File: src/fcr_pkg.sv
`timescale 1ns / 1ps
// ----------------------------------------------------------------------------
// Framed command recognizer package
// Sizes, codes, command texts and the types shared by the front, queue and back.
// ----------------------------------------------------------------------------
package fcr_pkg;

   // Character buffer geometry.
   localparam int BUFFER_CHARS = 32;
   localparam int FILL_W       = $clog2(BUFFER_CHARS);
   localparam int FILL_EXT_W   = FILL_W + 1;

   // Only the leading characters can decide a command, so only those are kept.
   localparam int KEEP_CHARS  = 8;
   localparam int KEEP_IDX_W  = $clog2(KEEP_CHARS);
   localparam int TEXT_LEN_W  = KEEP_IDX_W + 1;
   localparam int NUM_CMDS    = 6;
   localparam int LENGTH_W    = 5;

   // Queue depths.
   localparam int EVQ_DEPTH   = 2;
   localparam int EVQ_PTR_W   = $clog2(EVQ_DEPTH);
   localparam int EVQ_CNT_W   = $clog2(EVQ_DEPTH + 1);
   localparam int OUTQ_DEPTH  = 2;
   localparam int OUTQ_PTR_W  = $clog2(OUTQ_DEPTH);
   localparam int OUTQ_CNT_W  = $clog2(OUTQ_DEPTH + 1);

   typedef logic [7:0]                  char_type;
   typedef char_type [KEEP_CHARS-1:0]   text_type;
   typedef logic [FILL_W-1:0]           fill_type;
   typedef logic [TEXT_LEN_W-1:0]       text_len_type;
   typedef logic [2:0]                  cmd_code_type;
   typedef logic [0:0]                  csr_index_type;

   localparam fill_type FILL_LAST = fill_type'(BUFFER_CHARS - 1);

   // Control register indexes and reset values.
   localparam csr_index_type REG_START_MARKER = csr_index_type'(0);
   localparam csr_index_type REG_END_MARKER   = csr_index_type'(1);
   localparam char_type START_MARKER_RESET = 8'd60;
   localparam char_type END_MARKER_RESET   = 8'd62;

   // Command codes.
   localparam cmd_code_type CMD_NONE = 3'd0;
   localparam cmd_code_type CMD_LOFF = 3'd1;
   localparam cmd_code_type CMD_LON  = 3'd2;
   localparam cmd_code_type CMD_NW   = 3'd3;
   localparam cmd_code_type CMD_W    = 3'd4;
   localparam cmd_code_type CMD_AUT  = 3'd5;
   localparam cmd_code_type CMD_MAN  = 3'd6;

   // A closed frame as handed from the front to the back.
   typedef struct packed {
      text_type chars;
      fill_type length;
   } close_type;

   // One result transfer.
   typedef struct packed {
      cmd_code_type         command_code;
      logic [LENGTH_W-1:0]  frame_length;
   } result_type;

   // Queue status seen by the producer and the consumer.
   typedef struct packed {
      logic full;
      logic empty;
   } queue_status_type;

   // Command text, first character in element zero, unused elements zero.
   function automatic text_type cmd_text(input cmd_code_type code);
      text_type t;
      unique case (code)
         CMD_LOFF: t = '{8'h00, "D", "I", "+", "F", "F", "O", "L"};
         CMD_LON:  t = '{8'h00, 8'h00, "D", "I", "+", "N", "O", "L"};
         CMD_NW:   t = '{8'h00, 8'h00, 8'h00, "D", "I", "+", "W", "N"};
         CMD_W:    t = '{8'h00, 8'h00, 8'h00, 8'h00, "D", "I", "+", "W"};
         CMD_AUT:  t = '{8'h00, 8'h00, "D", "I", "+", "T", "U", "A"};
         CMD_MAN:  t = '{8'h00, 8'h00, "D", "I", "+", "N", "A", "M"};
         default:  t = '0;
      endcase
      return t;
   endfunction

   // Number of characters in each command text.
   function automatic text_len_type cmd_len(input cmd_code_type code);
      text_len_type n;
      unique case (code)
         CMD_LOFF: n = text_len_type'(7);
         CMD_LON:  n = text_len_type'(6);
         CMD_NW:   n = text_len_type'(5);
         CMD_W:    n = text_len_type'(4);
         CMD_AUT:  n = text_len_type'(6);
         CMD_MAN:  n = text_len_type'(6);
         default:  n = '0;
      endcase
      return n;
   endfunction

endpackage

File: src/framed_command_recognizer_unit.sv
`timescale 1ns / 1ps
// ----------------------------------------------------------------------------
// Framed command recognizer
// Recognizes framed text commands in a stream of received bytes.
// ----------------------------------------------------------------------------
// Usage:
//   Bytes enter on req_rx_byte; a transfer happens when req_push is high and
//   req_full is low. One byte can be taken in every cycle while req_full is low.
//   A start marker opens a frame, an end marker closes it and yields one result
//   (command code 1 to 6, or 0 for unknown text, plus the frame length, saturating at 31).
//   Results leave like a queue: while rsp_empty is low the oldest result is on
//   rsp_command_code and rsp_frame_length, and it is taken when rsp_pop is high.
//   A closed frame is first registered in the event queue; the compare logic
//   then reads it and loads the result queue, from which the result is offered.
//   The compare stage takes one frame a cycle while the result queue has room.
//   When results are not taken, the two-entry result queue and then the
//   two-entry event queue fill; req_full rises once the event queue is full.
//   The marker registers are written through csr_write_enable, csr_index and
//   csr_write_data and should only change while the block is idle.
//   Synchronous reset empties both queues, closes any open frame and sets the
//   markers to '<' and '>'.
// ----------------------------------------------------------------------------
module framed_command_recognizer_unit (
   input  logic                         clock,
   input  logic                         reset,
   input  logic                         req_push,
   input  fcr_pkg::char_type            req_rx_byte,
   output logic                         req_full,
   input  logic                         rsp_pop,
   output logic                         rsp_empty,
   output fcr_pkg::cmd_code_type        rsp_command_code,
   output logic [fcr_pkg::LENGTH_W-1:0] rsp_frame_length,
   input  logic                         csr_write_enable,
   input  fcr_pkg::csr_index_type       csr_index,
   input  fcr_pkg::char_type            csr_write_data
);
   import fcr_pkg::*;

   queue_status_type evq_status;
   logic             evq_push;
   logic             evq_pop;
   close_type        evq_in;
   close_type        evq_head;

   // Front end: markers, frame state and character storage.
   fcr_front u_front (
      .clock            (clock),
      .reset            (reset),
      .req_push         (req_push),
      .req_rx_byte      (req_rx_byte),
      .req_full         (req_full),
      .csr_write_enable (csr_write_enable),
      .csr_index        (csr_index),
      .csr_write_data   (csr_write_data),
      .evq_status       (evq_status),
      .evq_push         (evq_push),
      .evq_data         (evq_in)
   );

   // Closed frames waiting for the compare stage.
   fcr_event_queue u_event_queue (
      .clock     (clock),
      .reset     (reset),
      .push      (evq_push),
      .push_data (evq_in),
      .pop       (evq_pop),
      .head_data (evq_head),
      .status    (evq_status)
   );

   // Back end: text compare and result queue.
   fcr_back u_back (
      .clock            (clock),
      .reset            (reset),
      .evq_status       (evq_status),
      .evq_data         (evq_head),
      .evq_pop          (evq_pop),
      .rsp_pop          (rsp_pop),
      .rsp_empty        (rsp_empty),
      .rsp_command_code (rsp_command_code),
      .rsp_frame_length (rsp_frame_length)
   );

endmodule

File: src/fcr_front.sv
`timescale 1ns / 1ps
// ----------------------------------------------------------------------------
// Framed command recognizer front end
// Holds the markers, tracks the open frame, stores characters and hands each
// closed frame to the event queue.
// ----------------------------------------------------------------------------
module fcr_front (
   input  logic                      clock,
   input  logic                      reset,
   input  logic                      req_push,
   input  fcr_pkg::char_type         req_rx_byte,
   output logic                      req_full,
   input  logic                      csr_write_enable,
   input  fcr_pkg::csr_index_type    csr_index,
   input  fcr_pkg::char_type         csr_write_data,
   input  fcr_pkg::queue_status_type evq_status,
   output logic                      evq_push,
   output fcr_pkg::close_type        evq_data
);
   import fcr_pkg::*;

   char_type start_marker_ff, start_marker_in;
   char_type end_marker_ff, end_marker_in;
   logic     open_ff, open_in;
   fill_type fill_ff, fill_in;
   text_type chars_ff, chars_in;

   logic accept;
   logic is_start;
   logic is_end;
   logic keep_slot;

   // A byte can only be taken while the event queue has room for a close.
   assign req_full = evq_status.full;
   assign accept   = req_push && !evq_status.full;

   // The start check wins when both markers hold the same value.
   assign is_start  = (req_rx_byte == start_marker_ff);
   assign is_end    = !is_start && (req_rx_byte == end_marker_ff);
   assign keep_slot = FILL_EXT_W'(fill_ff) < FILL_EXT_W'(KEEP_CHARS);

   // Control register writes.
   always_comb begin
      start_marker_in = start_marker_ff;
      end_marker_in   = end_marker_ff;
      if (csr_write_enable) begin
         unique case (csr_index)
            REG_START_MARKER: start_marker_in = csr_write_data;
            REG_END_MARKER:   end_marker_in   = csr_write_data;
            default:          start_marker_in = start_marker_ff;
         endcase
      end
   end

   // Frame tracking and character storage.
   always_comb begin
      open_in  = open_ff;
      fill_in  = fill_ff;
      chars_in = chars_ff;
      if (accept) begin
         if (is_start) begin
            if (!open_ff) begin
               open_in = 1'b1;
               fill_in = '0;
            end
         end else if (is_end) begin
            if (open_ff) begin
               open_in = 1'b0;
               fill_in = '0;
            end
         end else if (open_ff) begin
            if (keep_slot) begin
               chars_in[fill_ff[KEEP_IDX_W-1:0]] = req_rx_byte;
            end
            // The fill position saturates on the last slot.
            fill_in = (fill_ff == FILL_LAST) ? FILL_LAST : fill_ff + 1'b1;
         end
      end
   end

   always_ff @(posedge clock) begin
      if (reset) begin
         start_marker_ff <= START_MARKER_RESET;
         end_marker_ff   <= END_MARKER_RESET;
         open_ff         <= 1'b0;
         fill_ff         <= '0;
      end else begin
         start_marker_ff <= start_marker_in;
         end_marker_ff   <= end_marker_in;
         open_ff         <= open_in;
         fill_ff         <= fill_in;
      end
   end

   always_ff @(posedge clock) begin
      chars_ff <= chars_in;
   end

   // An end marker inside a frame closes it and produces one event.
   assign evq_push       = accept && is_end && open_ff;
   assign evq_data.chars  = chars_ff;
   assign evq_data.length = fill_ff;

endmodule

File: src/fcr_event_queue.sv
`timescale 1ns / 1ps
// ----------------------------------------------------------------------------
// Framed command recognizer event queue
// Short queue of closed frames between the front end and the back end.
// ----------------------------------------------------------------------------
module fcr_event_queue (
   input  logic                      clock,
   input  logic                      reset,
   input  logic                      push,
   input  fcr_pkg::close_type        push_data,
   input  logic                      pop,
   output fcr_pkg::close_type        head_data,
   output fcr_pkg::queue_status_type status
);
   import fcr_pkg::*;

   close_type              entries_ff [EVQ_DEPTH];
   logic [EVQ_PTR_W-1:0]   wr_ptr_ff, wr_ptr_in;
   logic [EVQ_PTR_W-1:0]   rd_ptr_ff, rd_ptr_in;
   logic [EVQ_CNT_W-1:0]   count_ff, count_in;
   logic                   do_push;
   logic                   do_pop;

   assign status.full  = (count_ff == EVQ_CNT_W'(EVQ_DEPTH));
   assign status.empty = (count_ff == '0);
   assign do_push      = push && !status.full;
   assign do_pop       = pop && !status.empty;
   assign head_data    = entries_ff[rd_ptr_ff];

   // Pointer and occupancy bookkeeping.
   always_comb begin
      wr_ptr_in = do_push ? wr_ptr_ff + 1'b1 : wr_ptr_ff;
      rd_ptr_in = do_pop ? rd_ptr_ff + 1'b1 : rd_ptr_ff;
      count_in  = count_ff;
      if (do_push && !do_pop) begin
         count_in = count_ff + 1'b1;
      end else if (do_pop && !do_push) begin
         count_in = count_ff - 1'b1;
      end
   end

   always_ff @(posedge clock) begin
      if (reset) begin
         wr_ptr_ff <= '0;
         rd_ptr_ff <= '0;
         count_ff  <= '0;
      end else begin
         wr_ptr_ff <= wr_ptr_in;
         rd_ptr_ff <= rd_ptr_in;
         count_ff  <= count_in;
      end
   end

   // Entry storage.
   always_ff @(posedge clock) begin
      if (do_push) begin
         entries_ff[wr_ptr_ff] <= push_data;
      end
   end

endmodule

File: src/fcr_back.sv
`timescale 1ns / 1ps
// ----------------------------------------------------------------------------
// Framed command recognizer back end
// Compares each closed frame with the command texts and queues the result.
// ----------------------------------------------------------------------------
module fcr_back (
   input  logic                      clock,
   input  logic                      reset,
   input  fcr_pkg::queue_status_type evq_status,
   input  fcr_pkg::close_type        evq_data,
   output logic                      evq_pop,
   input  logic                      rsp_pop,
   output logic                      rsp_empty,
   output fcr_pkg::cmd_code_type     rsp_command_code,
   output logic [fcr_pkg::LENGTH_W-1:0] rsp_frame_length
);
   import fcr_pkg::*;

   result_type              outq_ff [OUTQ_DEPTH];
   logic [OUTQ_PTR_W-1:0]   wr_ptr_ff, wr_ptr_in;
   logic [OUTQ_PTR_W-1:0]   rd_ptr_ff, rd_ptr_in;
   logic [OUTQ_CNT_W-1:0]   count_ff, count_in;

   logic                    out_full;
   logic                    do_read;
   text_len_type            limit;
   text_len_type            text_len;
   cmd_code_type            code;
   result_type              result;
   result_type              head;

   assign out_full  = (count_ff == OUTQ_CNT_W'(OUTQ_DEPTH));
   assign rsp_empty = (count_ff == '0);
   assign evq_pop   = !evq_status.empty && !out_full;
   assign do_read   = rsp_pop && !rsp_empty;

   // Characters that can count: the kept ones, up to the frame length.
   always_comb begin
      if (FILL_EXT_W'(evq_data.length) >= FILL_EXT_W'(KEEP_CHARS)) begin
         limit = text_len_type'(KEEP_CHARS);
      end else begin
         limit = text_len_type'(evq_data.length);
      end
   end

   // The compared text ends at the first stored zero.
   always_comb begin
      logic done;
      done     = 1'b0;
      text_len = '0;
      for (int i = 0; i < KEEP_CHARS; i++) begin
         if (!done && (text_len_type'(i) < limit) && (evq_data.chars[i] != 8'h00)) begin
            text_len = text_len_type'(i + 1);
         end else begin
            done = 1'b1;
         end
      end
   end

   // Match against every command; the lowest code wins.
   always_comb begin
      logic         hit;
      text_type     pattern;
      text_len_type plen;
      code = CMD_NONE;
      for (int k = NUM_CMDS; k >= 1; k--) begin
         pattern = cmd_text(cmd_code_type'(k));
         plen    = cmd_len(cmd_code_type'(k));
         hit     = (text_len == plen);
         for (int i = 0; i < KEEP_CHARS; i++) begin
            if ((text_len_type'(i) < plen) && (evq_data.chars[i] != pattern[i])) begin
               hit = 1'b0;
            end
         end
         if (hit) begin
            code = cmd_code_type'(k);
         end
      end
   end

   assign result.command_code = code;
   assign result.frame_length = LENGTH_W'(evq_data.length);

   // Result queue bookkeeping.
   always_comb begin
      wr_ptr_in = evq_pop ? wr_ptr_ff + 1'b1 : wr_ptr_ff;
      rd_ptr_in = do_read ? rd_ptr_ff + 1'b1 : rd_ptr_ff;
      count_in  = count_ff;
      if (evq_pop && !do_read) begin
         count_in = count_ff + 1'b1;
      end else if (do_read && !evq_pop) begin
         count_in = count_ff - 1'b1;
      end
   end

   always_ff @(posedge clock) begin
      if (reset) begin
         wr_ptr_ff <= '0;
         rd_ptr_ff <= '0;
         count_ff  <= '0;
      end else begin
         wr_ptr_ff <= wr_ptr_in;
         rd_ptr_ff <= rd_ptr_in;
         count_ff  <= count_in;
      end
   end

   always_ff @(posedge clock) begin
      if (evq_pop) begin
         outq_ff[wr_ptr_ff] <= result;
      end
   end

   // Oldest result on the ports.
   assign head             = outq_ff[rd_ptr_ff];
   assign rsp_command_code = head.command_code;
   assign rsp_frame_length = head.frame_length;

endmodule

File: config.mk
export PLATFORM = sky130hd
export DESIGN_NAME = framed_command_recognizer_unit
export DESIGN_NICKNAME = d
export VERILOG_FILES = /design/src/fcr_pkg.sv /design/src/framed_command_recognizer_unit.sv /design/src/fcr_front.sv /design/src/fcr_event_queue.sv /design/src/fcr_back.sv
export SDC_FILE = /design/constraint.sdc
export NUM_CORES = 1
export LEC_CHECK = 0
export ABC_CLOCK_PERIOD_IN_PS = 5700
export BUFFER_PORTS_ARGS = -buffer_cell sky130_fd_sc_hd__buf_4
export CORE_AREA = 2 2 185 187
export CTS_CLUSTER_DIAMETER = 30
export DETAILED_ROUTE_END_ITERATION = 10
export DIE_AREA = 0 0 187 189
export GPL_TIMING_DRIVEN = 0
export SYNTH_ARGS = -nofsm -noshare
export SYNTH_HDL_FRONTEND = slang
export SYNTH_SLANG_ARGS = --single-unit
File: constraint.sdc
create_clock -name clock -period 5.7 [get_ports clock]
set_input_delay 0.285 -clock clock [delete_from_list [all_inputs] [get_ports clock]]
set_output_delay 0.285 -clock clock [all_outputs]
set_load 0.01 [all_outputs]
# [Word level (Yosys, flattened, before mapping)]
# Memories as Yosys holds them, arrays and structs flattened. A register that Yosys moved wholly into a read port is not among the register bits.
# Cells that the tools add are included.
[totals] ramBits=154 output_inout_bits=10 word_cells=220 latch_bits=0 input_bits=22 regBits=94 mem_count=2 romBits=0
[classes] bitwise=3 mul=0 n_eq_ne=35 reduce_logical=62 muxes=79 order_cmp=12 n_shift=0 n_div=0 add_sub_neg=9
[memory_table] memory="u_event_queue.entries_ff" words=2 width=69 rd=1 rd_clocked_by_memory_dff=1 write_ports=1 line_no="fcr_event_queue.sv:17" rtl="close_type entries_ff [EVQ_DEPTH];"
[memory_table] memory="u_back.outq_ff" words=2 width=8 rd=1 rd_clocked_by_memory_dff=1 write_ports=1 line_no="fcr_back.sv:19" rtl="result_type outq_ff [OUTQ_DEPTH];"
[op_table] op="8-bit by 7-bit inequality test with 1-bit output, second input constant" n=21
[op_table] op="64-bit bitwise mux" n=1
[op_table] op="8-bit nonzero test" n=8
[op_table] op="1-bit two-way mux" n=52
[op_table] op="4-bit two-way mux" n=8
[op_table] op="8-bit by 6-bit inequality test with 1-bit output, second input constant" n=4
[op_table] op="5-bit two-way mux" n=6
[op_table] op="1-bit logical AND" n=28
[op_table] op="8-bit demux with 3-bit select" n=1
[op_table] op="3-bit two-way mux" n=6
[op_table] op="4-bit by 3-bit equality test with 1-bit output, second input constant" n=4
[op_table] op="8-bit equality test" n=2
[op_table] op="3-bit by 4-bit less-than comparator with 1-bit output, first input constant" n=4
[op_table] op="1-bit zero test" n=15
[op_table] op="1-bit by 4-bit less-than comparator with 1-bit output, first input constant" n=2
[op_table] op="2-bit by 4-bit less-than comparator with 1-bit output, first input constant" n=2
[op_table] op="2-bit two-way mux" n=4
[op_table] op="8-bit two-way mux" n=1
[op_table] op="2-bit nonzero test" n=4
[op_table] op="2-bit AND reduction" n=3
[op_table] op="5-bit by 1-bit adder with 5-bit output, second input constant" n=1
[op_table] op="5-bit equality test, second input constant" n=1
[op_table] op="5-bit by 4-bit greater-or-equal comparator with 1-bit output, second input constant" n=1
[op_table] op="5-bit by 4-bit less-than comparator with 1-bit output, second input constant" n=1
[op_table] op="11 further kinds" n=20

# [Longest topological paths before layout]
# Gate-level depths: netlist of the first run.
[depth] word_depth=44 ltp_mapped=10 mapped_depth_nobuf=9

# [Cells and area by module]
# Synthesis of the first run repeated with hierarchy kept, for this count alone.
[hier_totals] hier_cells=602 hier_area_um2=9862.0
[modules_own_cells] module="fcr_event_queue" instances=1 cells_each=240 seq_area_each_um2=4244.1 area_each_um2=5235.0
[modules_own_cells] module="fcr_front" instances=1 cells_each=213 seq_area_each_um2=2362.3 area_each_um2=3165.5
[modules_own_cells] module="fcr_back" instances=1 cells_each=149 seq_area_each_um2=580.6 area_each_um2=1461.4

# [Worst setup path after synthesis of the first run]
# OpenSTA, ideal clock, no wires.
[synth_path] kind="register to register" from="reg u_front.end_marker_ff[5]" to="mem u_event_queue.entries_ff[0][0] in the netlist's numbering, enable pin" arrival_time_ns=4.219 setup_ns=0.505 synth_period_minus_slack_ns=4.723 path_slack_ns=0.977 path_buffers=0 path_stages_with_launch=7 t_required_ns=5.195 cell_sequence="dfxtp_1 -> xor2_1 -> nor4_1 -> nand2_1 -> nor2_1 -> and3_1 -> nor2b_1"
[synth_via] elab_chain_len=7
[synth_lines] item="from (decl)" line_no="fcr_front.sv:23" rtl="char_type end_marker_ff, end_marker_in;"
[synth_lines] item="from (signal assigned)" line_no="fcr_front.sv:89" rtl="end_marker_ff <= end_marker_in;"
[synth_lines] item="8-bit equality test" line_no="fcr_front.sv:39" rtl="assign is_end = !is_start && (req_rx_byte == end_marker_ff);"
[synth_lines] item="1-bit logical AND" line_no="fcr_front.sv:39"
[synth_lines] item="1-bit logical AND (2 in a row)" line_no="fcr_front.sv:100" rtl="assign evq_push = accept && is_end && open_ff;"
[synth_lines] item="1-bit logical AND" line_no="fcr_event_queue.sv:26" rtl="assign do_push = push && !status.full;"
[synth_lines] item="named net u_event_queue.do_push" line_no="fcr_event_queue.sv:21" rtl="logic do_push;"
[synth_lines] item="1-bit two-way mux" line_no="fcr_event_queue.sv:56" rtl="if (do_push) begin"
[synth_lines] item="1-bit two-way mux (implied by the code)" line_no="fcr_event_queue.sv:57" rtl="entries_ff[wr_ptr_ff] <= push_data;"
[synth_lines] item="to (decl)" line_no="fcr_event_queue.sv:17"
# The timed path passes the listed nets, and every way through them passes these cells.

==> results by group, run 1 <==
Clocking
  • CTS tree: built
  • CTS H-Tree Depth: 2
  • Clk pin slew, worst setup/hold paths: about 60 ps
  • Clock buffer count from CTS: between 40 and 50
  • Root Buffer: clkbuf_16
  • Clock latency at the later pin of the worst-skew pair: roughly 530 ps
  • Setup bufs post-CTS: 0
  • Num Clock Sinks: 250
  • Bufs on Longest Clock Path: 3

Worst setup path
  • CP startpoint kind: flop
  • R2R Path End: u_back.outq_ff[1][7]
  • CP Capture Point: u_back.outq_ff[1][7]
  • CP required: 5950 ps
  • Worst EP arrival: 3200 ps
  • Worst Reg-to-Reg Cells: 8
  • CP Max Fanout: 10
  • CP Capture Type: flop
  • Crit path kind: reg -> reg
  • Reg2reg setup slack: 2750 ps

Synth
  • Netlist cell types: 67
  • Synth warn: 0
  • Syn Area/Cell: 15.2 um2
  • Area leader, netlist: edfxtp_1
  • Synth area leaders: edfxtp_1, dfxtp_1, nor2_1
  • Fraction of synthesis flops using an asynchronous set or reset pin: 0%
  • Share of the synthesized area in the top cell type: between 60 and 70%
  • Yosys reg bits: 250
  • EDFF count, synth: 218
  • Syn Inst Count: 646
  • Mapped cell area: 9850 um2
  • Post-synth top flop: edfxtp_1
  • Net count after synthesis: 671
  • Seq/Total Area, Yosys: about 73%

Routing
  • Routed WL: 22.5 mm
  • Detail Route Antenna Nets: 0
  • Wire length per cell: about 18 um
  • Pre-Repair DR Iteration Count: 6
  • Via density: 4.81
  • DRC Markers: 0
  • DRT iter0 DRCs: 508
  • Via count: 5859

STA
  • Final Slew Violations: 0
  • Skew final: about 19 ps
  • Unrepaired setup endpoints after global routing: no
  • Fin Setup TNS: 0 ps
  • # setup viols final: 0
  • Final min period: approximately 2900 ps
  • Fmax: 339 MHz
  • Crit share post-route: about 52%
  • PnR worst setup slack: 2750 ps
  • Slew margin rel.: between 10% and 20%
  • Slew at the pin closest to its max-slew limit: 1300 ps
  • Final hold violations: 0

Global routing
  • Met3 usage: 2.84%
  • GRT met1 Usage: 16.0%
  • Busiest layer in global routing: met2
  • M2 GR Usage: 21.3%
  • GRT overflow: 0
  • First-pass GRT wire length: 34.3 mm
  • Antenna violations before repair: 0
  • Gr usage total: between 10% and 20%
  • Largest net degree at the start of global routing: 41
  • Number of global-route vias before repair: between 6k and 7k

Placed design
  • I/O Buffers: 29
  • DP Worst Slack: 2590 ps
  • Detail Placement HPWL: 15.1 mm
  • Placed Area: 10700 um2
  • Routability cong.: 0.829

Run status
  • Status: complete, no violations

Final layout
  • Number of inserted diodes: 0
  • Seq. cell area: 7190 um2
  • Nets: 761
  • Syn-to-layout area delta: 25.2%
  • Fill cells: around 3.1k
  • Final Cell Area: 12300 um2
  • Share of post-route cells with drive strength above 1: 20.5%
  • Area of the multi-input gates: 2510 um2
  • Post-layout util: 37.1%

Floorplan
  • Core area: 33300 um2
  • Die Y: ~190 um
  • Die area: between 30000 and 40000 um2
  • # IOs: 32
  • FP Rows: 67
  • Die span in x: 187 um
  • Initial core utilization: ~30%

Pwr
  • Maximum vdd drop: 0.222 mV
  • Static Leak: slightly above 0.004 uW
  • Power Dens Cells: 422 nW/um2

Job
  • Max_cap viols: 0

Worst hold path
  • Worst min-delay path class: in -> reg
-- logic make-up (layout without fill, tap and decap cells) --
group	count (synthesis)	after routing	share of synthesized area (%)
flip-flops	250	250	73.0
adder cells (fa/ha/maj)	3	3	0.381
XOR/XNOR	25	25	2.22
AO/OA/AOI/OAI	91	91	7.09
multiplexers	24	24	2.59
AND/OR/NAND/NOR	220	220	12.9
buffers and inverters	33	158	1.84
-- worst min path at each step --
stage	cells after the start	slack, ps	end	from
CTS	1	80	u_front.evq_data[55]	req_rx_byte[2]
detailed placement	0	430	u_event_queue.entries_ff[0][28]	u_front.evq_data[28]
global route	1	90	u_front.evq_data[55]	req_rx_byte[2]
floorplan	1	380	u_front.start_marker_ff[2]	reset
finish	1	90	u_front.evq_data[38]	req_rx_byte[1]
global placement	0	420	u_event_queue.entries_ff[0][49]	u_front.evq_data[49]
-- cells in the mapped netlist (all sizes together), types with 13 or more instances --
library cell / instances
edfxtp: 218
nor2: 59
dfxtp: 32
nor3: 25
a21oi: 23
nand2: 23
xor2: 23
nor4: 21
inv: 14
nand3: 13
nor3b: 13
-- per-layer routing --
metal	part of all wire (%)	vias to the layer above	wire, um
met5	0	-	0
met4	2.3	0	515
met3	6.1	48	1370
met2	48	209	10700
met1	44	2875	9920
li1	-	2727	-
-- cell usage in the layout, fill, tap and decap left out, types with 5 or more instances in the layout --
cell type / count
nand3_1: 13
a21oi_1: 23
nor2b_1: 8
buf_4: 35
nor4_1: 19
nor3_1: 24
mux2i_1: 12
clkinv_4: 6
edfxtp_1: 218
dlygate4sd3_1: 10
clkbuf_1: 8
nor3b_1: 13
buf_6: 6
nand4b_1: 5
a211o_1: 9
o21ai_0: 8
nand2_1: 23
inv_1: 14
o22ai_1: 10
clkbuf_16: 44
inv_6: 8
dfxtp_1: 32
nand4_1: 6
mux2_2: 12
xor2_1: 23
nor2_1: 57
and3_1: 10
or3_1: 6
inv_8: 9
-- flip-flops by register name (all words and copies together) (netlist names), named ones only --
| name | flops |
|---|---|
| u_front.fill_ff | 5 |
| u_front.open_ff | 1 |
| u_event_queue.wr_ptr_ff | 1 |
| u_back.wr_ptr_ff | 1 |
| u_front.evq_data | 64 |
| u_event_queue.entries_ff | 138 |
| u_back.outq_ff | 16 |
| u_front.end_marker_ff | 8 |
| u_back.rd_ptr_ff | 1 |
| u_back.count_ff | 2 |
| u_front.start_marker_ff | 8 |
| u_event_queue.rd_ptr_ff | 1 |
| u_event_queue.count_ff | 2 |
-- through the flow --
step | hold WS (ps) | cells | total power (uW)
after floorplan | 379 | 646 | 2450
after global placement | 422 | 1123 | 2660
after detailed placement | 430 | 1129 | 2660
after CTS | 78.2 | 1219 | 5250
after global routing | 86.4 | 1219 | 5390
final | 92.6 | 1219 | 5200
-- layout make-up --
type / count / area share, %
plain buffers: 19 / 1.05
clock inverters: 35 / 3.15
clock buffers: 45 / 8.96
multi-input cells: 363 / 20.4
repair buffers: 45 / 3.25
flip-flops and latches: 250 / 58.3
well taps: 448 / 4.55
inverters: 14 / 0.426
-- timing repair --
action | 4_1_cts | 5_1_grt
endpoints found under the hold margin | 8 | 0
gates resized for setup | 0 | 0
endpoints found under the setup margin | 0 | 0
hold buffers | 10 | 0
-- power by group --
| part | switching, uW | total [uW] | internal (uW) |
|---|---|---|---|
| Clock | 966 | 2580 | 1610 |
| Combinational | 320 | 555 | 235 |
| Sequential | 28.0 | 2070 | 2040 |
| Total | 1310 | 5200 | 3890 |
-- worst max-delay path, cell delays in order (launching register included) --
cell and delay, ps:
dfxtp_1 450, buf_6 230, mux2i_1 540, o21ai_0 270
o32ai_1 480, nand4b_1 200, and4b_1 230, nand4_1 110
o211ai_1 130
Power figures use the tool's default switching activity.
==> run 2: changes to the inputs <==
--- a/config.mk
+++ b/config.mk
@@ -5,7 +5,7 @@
 export SDC_FILE = /design/constraint.sdc
 export NUM_CORES = 1
 export LEC_CHECK = 0
-export ABC_CLOCK_PERIOD_IN_PS = 5700
+export ABC_CLOCK_PERIOD_IN_PS = 2600
 export BUFFER_PORTS_ARGS = -buffer_cell sky130_fd_sc_hd__buf_4
 export CORE_AREA = 2 2 185 187
 export CTS_CLUSTER_DIAMETER = 30
==> constraint.sdc (replaced) <==
create_clock -name clock -period 2.6 [get_ports clock]
set_input_delay 0.13 -clock clock [delete_from_list [all_inputs] [get_ports clock]]
set_output_delay 0.13 -clock clock [all_outputs]
set_load 0.01 [all_outputs]
==> results by group, run 2 (synthesized netlist as in run 1, its figures left out) <==
STA
  • Fmax: 399 MHz
  • Unrepaired setup endpoints after global routing: yes
  • Slew at the pin closest to its max-slew limit: 730 ps (-567 ps)
  • PnR worst setup slack: 93.8 ps (-2660 ps)
  • Final min period: 2510 ps
  • Crit share post-route: 96.4%
  • Skew final: 20.6 ps (+1.64 ps)
  • Final hold violations: 0 (unchanged)
  • Slew margin rel.: 51.3% (+38 points)
  • # setup viols final: 0 (unchanged)
  • Final Slew Violations: 0 (unchanged)

Pwr
  • Static Leak: 0.00410 uW (+1.4%)
  • Maximum vdd drop: 0.498 mV (+120%)
  • Power Dens Cells: 882 nW/um2 (+110%)

Final layout
  • Max reg flops: 138 (unchanged)
  • Syn-to-layout area delta: 28.0%
  • Number of inserted diodes: 0 (unchanged)
  • Final std cells w/o fill: 1235 (+1.3%)
  • Most frequent cells in the layout: edfxtp_1, nor2_1, clkbuf_16, buf_4, dfxtp_1
  • Commonest non-fill, non-tap cell in the layout: edfxtp_1
  • Share of post-route cells with drive strength above 1: 23.0% (+2.5 points)
  • Reg with most FFs: u_event_queue.entries_ff
  • Final Cell Area: 12600 um2 (+2.3%)
  • Nets: 778 (+2.2%)

Routing
  • DRC Markers: 0 (unchanged)
  • Pre-Repair DR Iteration Count: 6 (unchanged)
  • Wire length per cell: 18.0 um (-2.7%)
  • Via density: 4.77 (-0.82%)
  • Detail Route Antenna Nets: 0 (unchanged)
  • Routed WL: 22.2 mm (-1.4%)
  • Via count: 5887 (+0.48%)
  • DRT iter0 DRCs: 467 (-8.1%)

Clocking
  • Clk pin slew, worst setup/hold paths: 50 ps (about the same)
  • Bufs on Longest Clock Path: 3 (unchanged)
  • Num Clock Sinks: 250 (unchanged)
  • Clock latency at the later pin of the worst-skew pair: 530 ps (about the same)
  • CTS H-Tree Depth: 2 (unchanged)
  • Root Buffer: clkbuf_16
  • CTS tree: built
  • Clock buffer count from CTS: 43 (unchanged)

Floorplan
  • FP Rows: 67 (unchanged)
  • Initial core utilization: 29.6% (unchanged)
  • Die span in x: 187 um (unchanged)
  • Die Y: 189 um (unchanged)
  • Core area: 33300 um2 (unchanged)
  • # IOs: 32 (unchanged)
  • Die area: 35300 um2 (unchanged)

Worst setup path
  • Worst EP arrival: 2730 ps (-470 ps)
  • CP Max Fanout: 10 (unchanged)
  • CP Capture Type: flop
  • CP startpoint kind: primary input
  • Crit path kind: in -> reg
  • Worst path max stage delay: 520 ps (-20 ps)
  • Slowest-stage cell, CP: dlygate4sd3_1
  • CP Cell Sequence: dlygate4sd3_1 -> buf_4 -> xor2_1 -> nor4_1 -> nand2_1 -> nand2_1 -> or3_1 -> nor4b_2 -> buf_4
  • CP required: 2830 ps (-3120 ps)

Global routing
  • Antenna violations before repair: 0 (unchanged)
  • Largest net degree at the start of global routing: 66 (+61%)
  • GRT overflow: 0 (unchanged)
  • M2 GR Usage: 21.5% (+0.21 points)
  • Number of global-route vias before repair: 6039 (+0.40%)
  • Busiest layer in global routing: met2
  • First-pass GRT wire length: 34.3 mm (+0.24%)
  • GRT met1 Usage: 15.9% (-0.031 points)
  • Gr usage total: 12.6% (about the same)
  • Met3 usage: 2.41% (-0.43 points)

Placed design
  • Routability cong.: 0.843 (+1.7%)
  • I/O Buffers: 29 (unchanged)
  • Detail Placement HPWL: 14.8 mm (-1.5%)
  • Cells after DPL: 1129 (unchanged)
  • DP Worst Slack: -337 ps (-2930 ps)
  • Placed Area: 10800 um2 (+0.14%)

Run status
  • Status: complete, no violations

Job
  • Max_cap viols: 0 (unchanged)

Worst hold path
  • Worst min-delay path class: in -> reg
## run 2: cell types whose count changed in the layout (fill, tap and decap cells not counted), moves of 4 or more
| cell | change |
|---|---|
| inv_8 | -6 |
| clkbuf_1 | +4 |
| mux2i_4 | +4 |
| dlygate4sd3_1 | +11 |
| nor3b_1 | -5 |
| mux2i_1 | -4 |
| nor3b_2 | +5 |
| buf_4 | +5 |
## run 2: path summary, 6_finish.rpt
path | startpoint | endpoint | slack, ps | depth (start not counted)
max | req_rx_byte[7] | u_front.evq_data[44] | 90 | 9
min | rsp_pop | u_back.rd_ptr_ff | 100 | 4
max reg2reg | u_front.start_marker_ff[3] | u_front.evq_data[44] | 140 | 7
min reg2reg | u_front.evq_data[46] | u_event_queue.entries_ff[1][46] | 430 | 0
## run 2: worst max-delay path: cells and delay by family
family,cells,cell delay [ps]
buffers and inverters,3,1000
xor gates and xnor gates,1,170
and+or+nand+nor,5,1420
## run 2: timing repair
| action | CTS | global route |
|---|---|---|
| hold buffers | 21 | 0 |
| setup buffers | 1 | 5 |
| endpoints found under the setup margin | 38 | 88 |
| pin swaps | 1 | 12 |
| hold endpoints to repair | 75 | 0 |
| gates resized for setup | 15 | 18 |
## run 2: through the flow
stage | hold slack [ps] | power [uW] | utilization (%) | TNS (ps)
floorplan | 224 | 5280 | - | 0
CTS | 80.4 | 11200 | 37.5 | 0
finish | 99.8 | 11100 | 37.9 | 0
detailed placement | 351 | 5720 | 32.3 | -9530
global route | 154 | 11500 | 37.9 | -1170
global placement | 351 | 5720 | 32.0 | -111720
## run 2: final cells by class
class | count | area [um2]
fill | 3106 | 20700
sequential | 250 | 7190
multi-input combinational | 363 | 2670
clock buffer | 48 | 1090
timing repair buffer | 62 | 563
tap | 448 | 561
clock inverter | 31 | 329
buffer | 19 | 149
inverter | 14 | 52.6
## run 2: layer usage
metal,up-vias,wire length (um)
met1,2909,9580
met2,177,10800
met5,-,0
li1,2752,-
met4,0,541
met3,49,1260
## run 2: report_power, final
group          internal, uW  leakage, uW  switching [uW]  total, uW
clock                  3420     0.000681            1990       5400
sequential             4480      0.00223            63.2       4540
combinational           528      0.00119             650       1180
==> run 3: changes to the inputs <==
--- a/config.mk
+++ b/config.mk
@@ -7,11 +7,13 @@
 export LEC_CHECK = 0
 export ABC_CLOCK_PERIOD_IN_PS = 2600
 export BUFFER_PORTS_ARGS = -buffer_cell sky130_fd_sc_hd__buf_4
-export CORE_AREA = 2 2 185 187
+export CORE_AREA = 2 2 137 139
 export CTS_CLUSTER_DIAMETER = 30
 export DETAILED_ROUTE_END_ITERATION = 10
-export DIE_AREA = 0 0 187 189
+export DIE_AREA = 0 0 139 141
 export GPL_TIMING_DRIVEN = 0
+export HOLD_SLACK_MARGIN = 0.1
+export PLACE_DENSITY = 0.74
 export SYNTH_ARGS = -nofsm -noshare
 export SYNTH_HDL_FRONTEND = slang
 export SYNTH_SLANG_ARGS = --single-unit
==> results by group, run 3 (synthesized netlist as in run 1, its figures left out) <==
Worst setup path
  • CP required: 2910 ps (+80 ps)
  • R2R Path End: u_back.outq_ff[0][7]
  • CP Capture Type: flop
  • Reg2reg setup slack: 60 ps (-80 ps)
  • CP Capture Point: u_back.outq_ff[0][7]
  • CP startpoint kind: flop
  • Worst Reg-to-Reg Cells: 9 (+2)
  • Worst EP arrival: 2850 ps (+120 ps)
  • CP Max Fanout: 10 (unchanged)
  • Crit path kind: reg -> reg

STA
  • Slew at the pin closest to its max-slew limit: 756 ps (+25.8 ps)
  • Crit share post-route: 97.6% (+1.2 points)
  • Skew final: 25.8 ps (+5.21 ps)
  • Unrepaired setup endpoints after global routing: yes
  • Final min period: 2540 ps (+32.3 ps)
  • Slew margin rel.: 49.3% (-2.0 points)
  • Final hold violations: 0 (unchanged)
  • Fmax: 394 MHz (-1.3%)
  • # setup viols final: 0 (unchanged)
  • Final Slew Violations: 0 (unchanged)
  • Fin Setup TNS: 0 ps (unchanged)

Final layout
  • Commonest non-fill, non-tap cell in the layout: edfxtp_1
  • Max reg flops: 138 (unchanged)
  • Seq. cell area: 7190 um2 (unchanged)
  • Fill cells: 1190 (-62%)
  • Nets: 772 (-0.77%)
  • Area of the multi-input gates: 2740 um2 (+2.6%)
  • Number of inserted diodes: 0 (unchanged)
  • Syn-to-layout area delta: 25.1%
  • Reg with most FFs: u_event_queue.entries_ff
  • Share of post-route cells with drive strength above 1: 22.6% (-0.45 points)
  • Most frequent cells in the layout: edfxtp_1, nor2_1, clkbuf_16, buf_4, dfxtp_1
  • Post-layout util: 67.5% (+30 points)

Global routing
  • Antenna violations before repair: 0 (unchanged)
  • GRT overflow: 0 (unchanged)
  • Largest net degree at the start of global routing: 70 (+6.1%)
  • First-pass GRT wire length: 34.2 mm (-0.42%)
  • Number of global-route vias before repair: 6250 (+3.5%)
  • Gr usage total: 22.9% (+10 points)

Floorplan
  • # IOs: 32 (unchanged)
  • Core area: 18300 um2 (-45%)
  • Die Y: 141 um (-25%)
  • Die span in x: 139 um (-26%)
  • Initial core utilization: 53.9% (+24 points)
  • FP Rows: 50 (-25%)
  • Die area: 19600 um2 (-45%)

Clocking
  • CTS tree: built
  • Bufs on Longest Clock Path: 3 (unchanged)
  • Clock latency at the later pin of the worst-skew pair: 520 ps (about the same)
  • Num Clock Sinks: 250 (unchanged)
  • CTS H-Tree Depth: 2 (unchanged)
  • Root Buffer: clkbuf_16
  • Clk pin slew, worst setup/hold paths: 50 ps (about the same)
  • Clock buffer count from CTS: 38 (-12%)

Pwr
  • Pwr Total: 10900 uW (-2.1%)
  • P_sw: 2570 uW (-4.9%)
  • Sw Share: 23.6% (-0.69 points)
  • Int Pwr: 8330 uW (-1.2%)
  • Static Leak: 0.00408 uW (-0.58%)
  • Clock network power share: 47.4% (-1.2 points)
  • Power Dens Cells: 884 nW/um2 (+0.18%)
  • Sequential share of power: 41.8% (+1.0 points)
  • Gate power share: 10.9% (+0.3 points)
  • Maximum vdd drop: 0.590 mV (+18%)

Placed design
  • Routability cong.: 0.905 (+7.4%)
  • Detail Placement HPWL: 14.5 mm (-2.1%)
  • I/O Buffers: 29 (unchanged)

Routing
  • Via count: 6178 (+4.9%)
  • Wire length per cell: 22.7 um (+26%)
  • Routed WL: 22.9 mm (+2.9%)
  • Detail Route Antenna Nets: 0 (unchanged)
  • Via density: 6.12 (+28%)
  • Pre-Repair DR Iteration Count: 5 (-1)
  • DRT iter0 DRCs: 693 (+48%)
  • DRC Markers: 0 (unchanged)

Job
  • Max_cap viols: 0 (unchanged)

Run status
  • Status: complete, no violations

Worst hold path
  • Worst min-delay path class: in -> reg
[run 3: changes by cell type in the layout (fill, tap and decap cells not counted), sizes merged]
cell and change:
dlygate4sd3 +2, inv -6, bufinv +2, nor2b +1
clkinvlp -1, buf -5, clkbuf -4
[run 3: worst min path at each step]
stage                                       endpoint               from  depth (start not counted)  slack, ps
after CTS                            u_front.open_ff           req_push                          5        120
after floorplan           u_front.start_marker_ff[2]              reset                          1        220
final                                u_front.open_ff           req_push                          5        140
after global routing                 u_front.open_ff           req_push                          5        180
after detailed placement  u_front.start_marker_ff[3]  csr_write_data[3]                          2        350
after global placement    u_front.start_marker_ff[4]  csr_write_data[4]                          2        350
[run 3: stage by stage]
stage               area, um2  cells  hold slack, ps  worst slack [ps]
CTS                     12100   1008             120              -232
global route            12300   1010             180             -78.0
detailed placement      10500    913             352              -361
finish                  12300   1010             136              61.5
floorplan                9870    646             224              9.48
global placement        10400    909             349              -673
[run 3: per-layer routing]
metal / share of wire, % / routed length, um / GRT usage [%] / vias up
li1: - / - / - / 2740
met4: 3.1 / 709 / 9.46 / 0
met2: 49 / 11300 / 38.4 / 318
met5: 0 / 0 / 0 / -
met1: 40 / 9120 / 29.5 / 3057
met3: 7.6 / 1740 / 4.65 / 63
[run 3: power groups by stage]
| stage | combinational, uW | sequential [uW] | clock (uW) |
|---|---|---|---|
| floorplan | 682 | 4600 | 0 |
| global placement | 1040 | 4610 | 0 |
| detailed placement | 1070 | 4630 | 0 |
| CTS | 1120 | 4550 | 5210 |
| global route | 1270 | 4560 | 5400 |
| finish | 1180 | 4550 | 5160 |
[run 3: final cells by class]
type / count / share of cell area, %
tap: 234 / 2.38
inverter: 14 / 0.426
multi-input combinational: 364 / 22.2
timing repair buffer: 60 / 4.55
buffer: 19 / 1.25
sequential: 250 / 58.4
clock inverter: 26 / 2.78
clock buffer: 43 / 8.04
[run 3: repair_timing]
action / in CTS / in global routing
hold buffers: 23 / 0
pin swaps: 1 / 10
hold endpoints to repair: 82 / 0
endpoints found under the setup margin: 77 / 80
buffers inserted: 2 / 2
gates cloned: 1 / 0
resized for setup: 7 / 37
[run 3: critical path, stage by stage, from the launching register on]
cell and delay, ps:
dfxtp_4 370, buf_8 160, buf_6 170, nor4b_2 180, o21ai_1 310, o32ai_2 170
nand4b_1 230, and4b_1 310, nand4_1 140, o211ai_1 290
